--- src/rtl/core/pbes_pkg.sv ---
`timescale 1ns / 1ps
`default_nettype none

package pbes_pkg;

  // Default limit of the device table
  localparam int unsigned MaxDevicesDefault = 64;

  // Config register offsets used by the scan
  localparam logic [7:0] OffIdent  = 8'h00;
  localparam logic [7:0] OffClass  = 8'h08;
  localparam logic [7:0] OffHeader = 8'h0C;
  localparam logic [7:0] OffIrq    = 8'h3C;

  // Vendor value of an empty function
  localparam logic [15:0] VendorNone = 16'hFFFF;

  // Highest bus, slot and function numbers
  localparam logic [7:0] LastBus  = 8'd255;
  localparam logic [4:0] LastSlot = 5'd31;
  localparam logic [2:0] LastFunc = 3'd7;

  // Bit of the header-type dword that marks a multifunction device
  localparam int unsigned MultiFuncBit = 23;

  typedef enum logic {
    KIND_START = 1'b0,
    KIND_DATA  = 1'b1
  } in_kind_e;

  typedef enum logic [1:0] {
    RK_REQ  = 2'd0,
    RK_REC  = 2'd1,
    RK_DONE = 2'd2
  } res_kind_e;

  typedef enum logic [2:0] {
    PH_IDLE  = 3'd0,
    PH_ID    = 3'd1,
    PH_CLASS = 3'd2,
    PH_IRQ   = 3'd3,
    PH_HDR   = 3'd4
  } phase_e;

  typedef struct packed {
    in_kind_e    kind;
    logic [31:0] read_data;
  } in_item_t;

  typedef struct packed {
    res_kind_e   result_kind;
    logic [7:0]  bus_num;
    logic [4:0]  slot_num;
    logic [2:0]  func_num;
    logic [7:0]  reg_offset;
    logic [15:0] vendor_id;
    logic [15:0] device_id;
    logic [31:0] class_word;
    logic [7:0]  intr_line;
    logic [6:0]  device_count;
    logic        overflow;
    logic        last;
  } res_item_t;

endpackage

`default_nettype wire

--- src/rtl/core/pbes_seq.sv ---
`timescale 1ns / 1ps
`default_nettype none

module pbes_seq
  import pbes_pkg::*;
#(
  parameter int unsigned MAX_DEVICES = MaxDevicesDefault
) (
  input  wire logic      clk_i,
  input  wire logic      rst_ni,
  input  wire logic      commit_i,
  input  wire in_item_t  item_i,
  output res_item_t      res0_o,
  output res_item_t      res1_o,
  output logic [1:0]     res_cnt_o
);

  localparam int unsigned CntW = $clog2(MAX_DEVICES + 1);

  typedef struct packed {
    phase_e      phase;
    logic [7:0]  bus;
    logic [4:0]  slot;
    logic [2:0]  func;
    logic [31:0] held_ident;
    logic [31:0] held_class;
    logic        ovf;
  } seq_state_t;

  seq_state_t      st_q, st_d;
  logic [CntW-1:0] cnt_q, cnt_d;

  // Build a read request for the given location
  function automatic res_item_t mk_req(logic [7:0] bus, logic [4:0] slot,
                                       logic [2:0] func, logic [7:0] off);
    res_item_t r;
    r             = '0;
    r.result_kind = RK_REQ;
    r.bus_num     = bus;
    r.slot_num    = slot;
    r.func_num    = func;
    r.reg_offset  = off;
    return r;
  endfunction

  logic [CntW-1:0] done_cnt;
  logic            done_ovf;
  logic [CntW+6:0] cnt_ext;
  logic            table_full;
  res_item_t       done_res;
  res_item_t       rec_res;
  // Next-slot outcome
  seq_state_t      ns_st;
  res_item_t       ns_res;
  // Finish-function outcome
  seq_state_t      ff_st;
  res_item_t       ff_res;
  res_item_t       r0, r1;
  logic [1:0]      n;

  assign table_full = (cnt_q >= CntW'(MAX_DEVICES));

  // Count and overflow flag as they stand once this item is taken
  assign done_cnt = (st_q.phase == PH_IRQ) ? cnt_q + CntW'(1) : cnt_q;
  assign done_ovf = st_q.ovf || (st_q.phase == PH_ID && table_full &&
                                 item_i.read_data[15:0] != VendorNone);
  assign cnt_ext  = (CntW + 7)'(done_cnt);

  // Scan-done and device-record results
  always_comb begin
    done_res              = '0;
    done_res.result_kind  = RK_DONE;
    done_res.device_count = cnt_ext[6:0];
    done_res.overflow     = done_ovf;

    rec_res             = '0;
    rec_res.result_kind = RK_REC;
    rec_res.bus_num     = st_q.bus;
    rec_res.slot_num    = st_q.slot;
    rec_res.func_num    = st_q.func;
    rec_res.vendor_id   = st_q.held_ident[15:0];
    rec_res.device_id   = st_q.held_ident[31:16];
    rec_res.class_word  = st_q.held_class;
    rec_res.intr_line   = item_i.read_data[7:0];
  end

  // Advance to the next slot, or finish the scan after the last one
  always_comb begin
    ns_st      = st_q;
    ns_st.func = '0;
    ns_st.slot = st_q.slot + 5'd1;
    if (st_q.slot == LastSlot) begin
      ns_st.bus = st_q.bus + 8'd1;
    end
    if (st_q.slot == LastSlot && st_q.bus == LastBus) begin
      ns_st.phase = PH_IDLE;
      ns_res      = done_res;
    end else begin
      ns_st.phase = PH_ID;
      ns_res      = mk_req(ns_st.bus, ns_st.slot, ns_st.func, OffIdent);
    end
  end

  // Step to the next function of a multifunction device, else next slot
  always_comb begin
    if (st_q.func != '0 && st_q.func != LastFunc) begin
      ff_st       = st_q;
      ff_st.func  = st_q.func + 3'd1;
      ff_st.phase = PH_ID;
      ff_res      = mk_req(st_q.bus, st_q.slot, ff_st.func, OffIdent);
    end else begin
      ff_st  = ns_st;
      ff_res = ns_res;
    end
  end

  // Next state and results for the item in the input register
  always_comb begin
    st_d  = st_q;
    cnt_d = cnt_q;
    r0    = '0;
    r1    = '0;
    n     = 2'd0;
    if (item_i.kind == KIND_START) begin
      st_d.phase      = PH_ID;
      st_d.bus        = '0;
      st_d.slot       = '0;
      st_d.func       = '0;
      st_d.held_ident = '0;
      st_d.held_class = '0;
      st_d.ovf        = 1'b0;
      cnt_d           = '0;
      r0              = mk_req('0, '0, '0, OffIdent);
      n               = 2'd1;
    end else begin
      case (st_q.phase)
        PH_ID: begin
          n = 2'd1;
          if (item_i.read_data[15:0] == VendorNone) begin
            st_d = ff_st;
            r0   = ff_res;
          end else if (table_full) begin
            if (st_q.func == '0) begin
              st_d.phase = PH_HDR;
              r0         = mk_req(st_q.bus, st_q.slot, st_q.func, OffHeader);
            end else begin
              st_d = ff_st;
              r0   = ff_res;
            end
            st_d.ovf = 1'b1;
          end else begin
            st_d.held_ident = item_i.read_data;
            st_d.phase      = PH_CLASS;
            r0              = mk_req(st_q.bus, st_q.slot, st_q.func, OffClass);
          end
        end
        PH_CLASS: begin
          st_d.held_class = item_i.read_data;
          st_d.phase      = PH_IRQ;
          r0              = mk_req(st_q.bus, st_q.slot, st_q.func, OffIrq);
          n               = 2'd1;
        end
        PH_IRQ: begin
          r0    = rec_res;
          n     = 2'd2;
          cnt_d = cnt_q + CntW'(1);
          if (st_q.func == '0) begin
            st_d.phase = PH_HDR;
            r1         = mk_req(st_q.bus, st_q.slot, st_q.func, OffHeader);
          end else begin
            st_d = ff_st;
            r1   = ff_res;
          end
        end
        PH_HDR: begin
          n = 2'd1;
          if (item_i.read_data[MultiFuncBit]) begin
            st_d.func  = 3'd1;
            st_d.phase = PH_ID;
            r0         = mk_req(st_q.bus, st_q.slot, 3'd1, OffIdent);
          end else begin
            st_d = ns_st;
            r0   = ns_res;
          end
        end
        default: begin
          // Data while idle is dropped
          n = 2'd0;
        end
      endcase
    end
    // Flag the final result of this item
    r0.last = (n == 2'd1);
    r1.last = 1'b1;
  end

  assign res0_o    = r0;
  assign res1_o    = r1;
  assign res_cnt_o = n;

  // Hold the scan state, advance it when an item is committed
  always_ff @(posedge clk_i or negedge rst_ni) begin
    if (!rst_ni) begin
      st_q.phase      <= PH_IDLE;
      st_q.bus        <= '0;
      st_q.slot       <= '0;
      st_q.func       <= '0;
      st_q.held_ident <= '0;
      st_q.held_class <= '0;
      st_q.ovf        <= 1'b0;
      cnt_q           <= '0;
    end else if (commit_i) begin
      st_q  <= st_d;
      cnt_q <= cnt_d;
    end
  end

endmodule

`default_nettype wire

--- src/rtl/core/pbes_out_buf.sv ---
`timescale 1ns / 1ps
`default_nettype none

module pbes_out_buf
  import pbes_pkg::*;
(
  input  wire logic      clk_i,
  input  wire logic      rst_ni,
  input  wire logic      load_i,
  input  wire logic [1:0] load_cnt_i,
  input  wire res_item_t load0_i,
  input  wire res_item_t load1_i,
  output logic           free_o,
  output logic           out_valid_o,
  input  wire logic      out_ready_i,
  output res_item_t      out_o
);

  res_item_t  ent_q [2];
  logic       head_q;
  logic [1:0] left_q;
  logic       pop;

  assign out_valid_o = (left_q != 2'd0);
  assign out_o       = ent_q[head_q];
  assign pop         = out_valid_o && out_ready_i;
  // Room for a new pair once the last held result leaves
  assign free_o      = (left_q == 2'd0) || (left_q == 2'd1 && out_ready_i);

  // Track which held result goes out next
  always_ff @(posedge clk_i or negedge rst_ni) begin
    if (!rst_ni) begin
      head_q <= 1'b0;
      left_q <= 2'd0;
    end else if (load_i) begin
      head_q <= 1'b0;
      left_q <= load_cnt_i;
    end else if (pop) begin
      head_q <= 1'b1;
      left_q <= left_q - 2'd1;
    end
  end

  // Capture the result pair
  always_ff @(posedge clk_i) begin
    if (load_i) begin
      ent_q[0] <= load0_i;
      ent_q[1] <= load1_i;
    end
  end

endmodule

`default_nettype wire

--- src/rtl/core/pci_bus_enumeration_sequencer.sv ---
`timescale 1ns / 1ps
`default_nettype none

// Brute-force PCI enumeration sequencer. Send a start transaction, then feed
// back every config dword answering the last read request; each input yields
// the next read request, and a device record or the final scan-done result
// (with the recorded count and the overflow flag) where one is due. Data
// arriving while no scan runs is dropped; a start during a scan restarts it.
// An input is taken every cycle when it yields one result and the receiver is
// ready; after one that yields a device record plus a request, the next input
// waits until the record has left, as the result port delivers one transaction
// per cycle from a two-entry output buffer. Results pass the input register,
// then the output buffer. At most MAX_DEVICES devices are recorded.
module pci_bus_enumeration_sequencer
  import pbes_pkg::*;
#(
  parameter int unsigned MAX_DEVICES = MaxDevicesDefault
) (
  input  wire logic      clk_i,
  input  wire logic      rst_ni,
  input  wire logic      in_valid_i,
  output logic           in_ready_o,
  input  wire in_item_t  in_i,
  output logic           out_valid_o,
  input  wire logic      out_ready_i,
  output res_item_t      out_o
);

  logic       in_vld_q;
  in_item_t   in_q;
  logic       buf_free;
  logic       commit;
  res_item_t  res0, res1;
  logic [1:0] res_cnt;

  assign commit     = in_vld_q && buf_free;
  assign in_ready_o = !in_vld_q || commit;

  // Hold the accepted transaction until the output buffer can take its results
  always_ff @(posedge clk_i or negedge rst_ni) begin
    if (!rst_ni) begin
      in_vld_q <= 1'b0;
    end else if (in_ready_o) begin
      in_vld_q <= in_valid_i;
    end
  end

  always_ff @(posedge clk_i) begin
    if (in_valid_i && in_ready_o) begin
      in_q <= in_i;
    end
  end

  pbes_seq #(
    .MAX_DEVICES(MAX_DEVICES)
  ) u_seq (
    .clk_i     (clk_i),
    .rst_ni    (rst_ni),
    .commit_i  (commit),
    .item_i    (in_q),
    .res0_o    (res0),
    .res1_o    (res1),
    .res_cnt_o (res_cnt)
  );

  pbes_out_buf u_out_buf (
    .clk_i       (clk_i),
    .rst_ni      (rst_ni),
    .load_i      (commit),
    .load_cnt_i  (res_cnt),
    .load0_i     (res0),
    .load1_i     (res1),
    .free_o      (buf_free),
    .out_valid_o (out_valid_o),
    .out_ready_i (out_ready_i),
    .out_o       (out_o)
  );

endmodule

`default_nettype wire
--- config.mk ---
export PLATFORM = sky130hd
export DESIGN_NAME = pci_bus_enumeration_sequencer
export DESIGN_NICKNAME = d
export VERILOG_FILES = /design/src/rtl/core/pbes_pkg.sv /design/src/rtl/core/pbes_seq.sv /design/src/rtl/core/pbes_out_buf.sv /design/src/rtl/core/pci_bus_enumeration_sequencer.sv
export SDC_FILE = /design/constraint.sdc
export NUM_CORES = 1
export LEC_CHECK = 0
export ABC_AREA = 1
export BUFFER_PORTS_ARGS = -buffer_cell sky130_fd_sc_hd__buf_4
export CAP_MARGIN = 20
export CORE_MARGIN = 2
export CORE_UTILIZATION = 23
export DETAILED_ROUTE_END_ITERATION = 12
export MAX_ROUTING_LAYER = met4
export PLACE_DENSITY = 0.39
export SLEW_MARGIN = 0
export SYNTH_ARGS = -nofsm -noshare
export SYNTH_HDL_FRONTEND = slang
export SYNTH_SLANG_ARGS = --single-unit
--- constraint.sdc ---
create_clock -name clk_i -period 5.2 [get_ports clk_i]
set_clock_uncertainty 0.1 [all_clocks]
set_input_delay 0.26 -clock clk_i [delete_from_list [all_inputs] [get_ports clk_i]]
set_output_delay 0.26 -clock clk_i [all_outputs]
set_load 0.02 [all_outputs]
==> reports/qor.csv, run 1 <==
stage,metric,value,unit
yosys,synthArstFlopShare,0.3711,
worst_setup_path,critPathMaxFanout,63,
routing,routed_via_density,4.236,
die,die_h,239.7,um
grt,grtUsageTotal,0.1449,
yosys,synth_commonest_cells,"341 x nand2_1, 247 x nor2_1, 213 x inv_1",
routing,routedWlPerCell,16.84,um
yosys,yosysWarnings,0,
yosys,synth_top_area_cell,edfxtp_1,
timing,whs,0.06210,ns
clock_tree,cts_setup_buffers,0,
die,core,54990,sq um
cells_and_area,synthToLayoutAreaGrowth,24.26,%
timing,post-route-min-period,3.166,ns
die,rows,86,
die,pin_count,146,
place,hpwl,26.42,mm
grt,met1_usage,0.1924,
clock_tree,htreeDepth,1,
worst_setup_path,setup.worst_path.start_class,flop,
worst_setup_path,reg2reg_depth,11,
clock_tree,cts_buffer_depth,3,
routing,dr.pass1.iters,5,
status,outcome,"finished, final reports clean",
worst_setup_path,crit_start,u_seq.st_q[83],
yosys,synthTopCellsByArea,"edfxtp_1 38%, dfrtp_1 19%, nand2_1 10%",
cells_and_area,fin_cells,2418,
routing,wirelength,40.71,mm
clock_tree,cts_tree,done,
power,total_leakage_power,6.974,nW
place,gp_congestion,0.8531,
grt,met2_usage,0.2365,
timing,worst_slack,2.034,ns
clock_tree,root_buffer,clkbuf_16,
yosys,syn_area_per_cell,8.549,sq um
yosys,ys_ff_latch,256,
clock_tree,numCtsBuffers,30,
yosys,synth_area,12780,sq um
yosys,synthDistinctLibCells,42,
grt,gr-max-usage-layer,met2,
power,vdd_drop_max,0.2449,mV
die,initial_core_util,0.2324,
routing,vias,10242,
timing,tns,0,ns
power,powerDensity,655.9,nW/um^2
cells_and_area,n_antenna_cell,0,
clock_tree,postCtsHoldBufs,36,
die,die_area,57470,sq um
clock_tree,clk_pin_slew,0.07,ns
timing,finalHoldViolations,0,
grt,grt_use_met3,0.01637,
place,preCtsSetupSlack,1.979,ns
timing,slew_violations,0,
worst_hold_path,hp-class,input pin to asynchronous set/reset pin,
yosys,synth_edf_count,161,
yosys,ys_seq_area_frac,0.5643,
timing,tightest_slew,0.8925,ns
worst_setup_path,setup.worst_path.class,flop to flop,
grt,grt_max_degree,76,
run,cap_violations,0,
worst_setup_path,end_kind,flop,
die,die_x,239.7,um
worst_setup_path,rrSetupSlack,2.03,ns
clock_tree,clk_latency,0.58,ns
clock_tree,cts_resized,0,
yosys,syn_inst,1495,
place,dp.cells,2325,
power,power,10.42,mW
worst_setup_path,r2r_start,u_seq.st_q[83],
yosys,synth_flop_cell,edfxtp_1,
cells_and_area,drive_gt1_frac,0.1515,
worst_setup_path,cp.arrival,3.50,ns
timing,rsz0062_at_grt,no,
routing,antenna_left,0,
worst_setup_path,worstPathRequired,5.54,ns
yosys,yosysMostFrequentCell,nand2_1,
grt,grt_pass1_wl,62.16,mm
timing,setup_viol,0,
worst_setup_path,r2r_end,u_seq.ns_st[59],
place,io_buffer_count,141,
grt,grt_pass1_vias,10207,
routing,drcViolationCount,0,
yosys,synth_top_area_frac,0.3783,
cells_and_area,nets,1692,
grt,grt-ovfl-total,0,
timing,fmax,315.9,MHz
timing,fin_crit_sh,0.6088,
timing,relSlewSlack,0.4013,
routing,drt_iter0_drc,726,
clock_tree,clock_sinks,256,
grt,antenna_found_initial,0,
## where the power goes
part           internal, mW  switching [mW]  total [mW]
combinational          1.41            3.27        4.68
sequential             3.15           0.437        3.59
clock                  1.24           0.909        2.15
## cells by family after synthesis
group	Yosys count	synth area share
xor gates and xnor gates	15	0.01028
other	1	0.0002934
adders and majority gates	9	0.008811
buffers and inverters	303	0.09946
AOI/OAI and AO/OA	190	0.08223
and+or+nand+nor	721	0.2347
DFF	256	0.5643
## worst max-delay path: stages, from the launching register on
cell and delay (ns):
dfrtp_1 0.36, inv_1 0.17, nand2_4 0.11, nor2_4 0.50, inv_4 0.26, nand2_4 0.28, nor2_4 0.06, buf_4 0.28
nand4_2 0.16, nand2_4 0.38, nor2_1 0.25, a21oi_2 0.05
## cells in the final DEF, fill, tap and decap left out, drive strengths merged, types with 4 or more instances in the layout
cell and n:
buf 157, a21oi 74, edfxtp 161, conb 4, ha 9, nand2 350, dlygate4sd3 36, inv 225
nor2 257, nand3 101, o22ai 13, dfrtp 95, o211ai 12, nor3 4, clkbuf 41, xor2 15
o21ai 82, clkinv 13, nand4 7, a211oi 4
## metal layers
layer / up-vias / share of wire
met3: 38 / 0.039
met4: 0 / 0.014
li1: 5053 / -
met1: 4952 / 0.46
met5: - / 0
met2: 199 / 0.48
## worst max path at each step
| stage | endpoint | depth (start not counted) |
|---|---|---|
| 2_1_floorplan | u_seq.rec_res[102] | 9 |
| 3_5_place_dp | u_seq.ns_st[59] | 11 |
| 5_1_grt | u_seq.ns_st[46] | 11 |
| 6_report | u_seq.ns_st[59] | 11 |
| 3_3_place_gp | u_seq.ns_st[60] | 11 |
| 4_1_cts | u_seq.ns_st[59] | 11 |
## flip-flops by register name, summed over array words and instances (netlist names)
name,count
u_out_buf.ent_q,128
u_seq.ns_st,65
u_seq.st_q,3
u_seq.rec_res,16
u_seq.cnt_q,7
in_q,33
u_out_buf.left_q,2
in_vld_q,1
u_out_buf.head_q,1
## metrics by stage
| step | utilization | cell area (sq um) |
|---|---|---|
| 2_1_floorplan | - | 12790 |
| 3_3_place_gp | 0.2636 | 14490 |
| 3_5_place_dp | 0.2636 | 14490 |
| 4_1_cts | 0.2883 | 15850 |
| 5_1_grt | 0.2888 | 15880 |
| 6_report | 0.2888 | 15880 |
## layout make-up
cell class / instances / area [sq um]
Inverter: 226 / 850.8
Clock inverter: 15 / 158.9
Tap cell: 748 / 935.9
Fill cell: 5932 / 39100
Multi-Input combinational cell: 939 / 4319
Timing Repair Buffer: 193 / 1559
Clock buffer: 41 / 842.1
Sequential cell: 256 / 7216
Power figures use the tool's default switching activity.
==> run 2, diff against run 1 <==
--- a/config.mk
+++ b/config.mk
@@ -12,7 +12,7 @@
 export CORE_UTILIZATION = 23
 export DETAILED_ROUTE_END_ITERATION = 12
 export MAX_ROUTING_LAYER = met4
-export PLACE_DENSITY = 0.39
+export PLACE_DENSITY = 0.41
 export SLEW_MARGIN = 0
 export SYNTH_ARGS = -nofsm -noshare
 export SYNTH_HDL_FRONTEND = slang
==> constraint.sdc (replaced) <==
create_clock -name clk_i -period 2.83 [get_ports clk_i]
set_clock_uncertainty 0.1 [all_clocks]
set_input_delay 0.1415 -clock clk_i [delete_from_list [all_inputs] [get_ports clk_i]]
set_output_delay 0.1415 -clock clk_i [all_outputs]
set_load 0.02 [all_outputs]
==> run 2 against run 1 <==
Critical path depth is 1 higher; wire length down 0.68%; global-route usage down 0.075 points; final cell count increased by 1.3%; first-iteration DRC count is 15% higher; utilization rose by 0.49 points; hold slack worse by 0.0036 ns; sequential power up 84%; non-clock buffer count is 29 higher; register-to-register slack got worse by 1.8 ns; critical endpoint is now u_out_buf.ent_q[0][100]; highest routed layer unchanged.
==> reports/qor.csv, run 2 (synthesized netlist as in run 1, its figures left out) <==
stage,metric,value,unit,change
timing,rsz0062_at_grt,no,,
worst_setup_path,reg2reg_depth,12,,+1
die,die_x,239.7,um,unchanged
worst_setup_path,cp.arrival,2.83,ns,-0.67 ns
power,power.switching,8.542,mW,+85%
cells_and_area,final-seq-area,7216,sq um,unchanged
cells_and_area,fill_cells,5853,,-1.3%
cells_and_area,drive_gt1_frac,0.1646,,+0.01311
worst_hold_path,hp-class,input pin to asynchronous set/reset pin,,
clock_tree,clk_latency,0.59,ns,about the same
timing,fin_crit_sh,0.9231,,+0.3143
grt,grt_pass1_wl,61.96,mm,-0.32%
status,outcome,"finished, final reports clean",,
timing,tns,0,ns,unchanged
power,switching_share,0.4384,,-0.004263
grt,grt_max_degree,131,,+72%
routing,wirelength,40.44,mm,-0.68%
grt,grtUsageTotal,0.1442,,-0.0007478
worst_setup_path,rrSetupSlack,0.22,ns,-1.82 ns
cells_and_area,final_common_cell,nand2_1,,
worst_setup_path,end_kind,flop,,
power,internal-power,10.94,mW,+88%
power,vdd_drop_max,0.7697,mV,+210%
timing,tightest_slew,0.7762,ns,-0.1163 ns
clock_tree,cts_resized,0,,unchanged
run,cap_violations,0,,unchanged
die,rows,86,,unchanged
worst_setup_path,worstPathRequired,3.04,ns,-2.50 ns
die,die_h,239.7,um,unchanged
die,initial_core_util,0.2324,,unchanged
die,die_area,57470,sq um,unchanged
timing,setup_viol,0,,unchanged
worst_setup_path,setup.worst_path.start_class,flop,,
power,power_frac_clock,0.205,,about the same
cells_and_area,nets,1722,,+1.8%
grt,grt-ovfl-total,0,,unchanged
cells_and_area,regMostFlops,u_out_buf.ent_q,,
power,powerDensity,1206,nW/um^2,+84%
routing,dr.pass1.iters,7,,+2
timing,slew_violations,0,,unchanged
cells_and_area,multiInputGateArea,4317,sq um,about the same
clock_tree,clk_pin_slew,0.06,ns,about the same
timing,fmax,382.8,MHz,+21%
grt,antenna_found_initial,0,,unchanged
routing,routed_via_density,4.278,,+0.99%
clock_tree,root_buffer,clkbuf_16,,
die,core,54990,sq um,unchanged
clock_tree,cts_setup_buffers,0,,unchanged
power,power_frac_comb,0.457,,+0.008
die,pin_count,146,,unchanged
clock_tree,clock_sinks,256,,unchanged
timing,relSlewSlack,0.4825,,+0.08118
clock_tree,cts_tree,done,,
clock_tree,numCtsBuffers,31,,+3.3%
routing,antenna_left,0,,unchanged
worst_setup_path,setup.worst_path.class,flop to flop,,
grt,grt_pass1_vias,10289,,+0.80%
clock_tree,cts_buffer_depth,3,,unchanged
power,seqPwrFrac,0.338,,-0.007
place,io_buffer_count,141,,unchanged
routing,drcViolationCount,0,,unchanged
clock_tree,postCtsHoldBufs,38,,+5.6%
worst_setup_path,critPathMaxFanout,7,,-89%
routing,routedWlPerCell,16.50,um,-2.0%
routing,vias,10480,,+2.3%
clock_tree,htreeDepth,1,,unchanged
cells_and_area,utilization,0.2937,,+0.004915
worst_setup_path,r2r_start,u_seq.rec_res[92],,
worst_setup_path,r2r_end,u_out_buf.ent_q[0][100],,
place,hpwl,26.32,mm,-0.36%
cells_and_area,largest_reg_flops,128,,unchanged
routing,drt_iter0_drc,838,,+15%
timing,post-route-min-period,2.612,ns,-0.5532 ns
power,total_leakage_power,7.123,nW,+2.1%
place,gp_congestion,0.8454,,-0.90%
cells_and_area,final_cell_mix,"341 x nand2_1, 246 x nor2_1, 212 x inv_1",,
cells_and_area,synthToLayoutAreaGrowth,26.37,%,
timing,finalHoldViolations,0,,unchanged
## run 2: worst max-delay path by stage
| stage | startpoint | endpoint | cells past startpoint | slack (ns) |
|---|---|---|---|---|
| floorplan | u_out_buf.left_q[0] | u_seq.rec_res[102] | 9 | 0.11 |
| global placement | u_seq.rec_res[92] | u_out_buf.ent_q[0][98] | 11 | 0.34 |
| detailed placement | u_seq.rec_res[92] | u_out_buf.ent_q[0][100] | 12 | 0.28 |
| CTS | u_seq.rec_res[92] | u_out_buf.ent_q[0][100] | 12 | 0.25 |
| global route | u_seq.rec_res[92] | u_out_buf.ent_q[0][100] | 12 | 0.009 |
| finish | u_seq.rec_res[92] | u_out_buf.ent_q[0][100] | 12 | 0.22 |
## run 2: layout make-up
class	count	area share
clock buffer	41	0.05345
tap	748	0.05794
sequential	256	0.4467
inverter	226	0.05268
clock inverter	17	0.009606
multi-input combinational	939	0.2673
timing repair buffer	222	0.1122
antenna	1	0.0001549
## run 2: layer usage
metal  vias up  track usage  share of wire
met5         -            -              0
met4         0      0.04413          0.024
met3        67      0.01855          0.049
met2       267       0.2249           0.46
met1      5020       0.1950           0.47
li1       5126            -              -
## run 2: power by group through the flow
stage          clock network, mW  logic (mW)  registers [mW]
3_5_place_dp                   0        8.96            6.66
5_1_grt                     4.27        9.95            6.78
6_report                    3.99        8.91            6.59
2_1_floorplan                  0        5.89            6.32
3_3_place_gp                   0        8.91            6.65
4_1_cts                     4.11        9.05            6.60
## run 2: critical path, cell delays in order, from the launching register on
cell     delay, ns
dfrtp_1       0.45
ha_1          0.24
nand2_1       0.07
nor2_1        0.10
ha_1          0.30
nand2_1       0.10
nor2_1        0.30
xor2_1        0.27
nand2_1       0.11
nand3_1       0.10
nand2_1       0.05
nand3_1       0.08
a21oi_1       0.06
## run 2: per-stage QoR
| step | hold WS [ns] | std cells | instance area (sq um) | setup slack [ns] | power (mW) |
|---|---|---|---|---|---|
| 6_report | 0.05846 | 2450 | 16150 | 0.2176 | 19.48 |
| 5_1_grt | 0.1049 | 2449 | 16150 | 0.009134 | 21.00 |
| 4_1_cts | 0.07798 | 2449 | 16150 | 0.2471 | 19.76 |
| 3_5_place_dp | 0.1546 | 2353 | 14750 | 0.2818 | 15.62 |
| 3_3_place_gp | 0.1556 | 2353 | 14750 | 0.3424 | 15.56 |
| 2_1_floorplan | -0.2541 | 1498 | 12790 | 0.1105 | 12.21 |
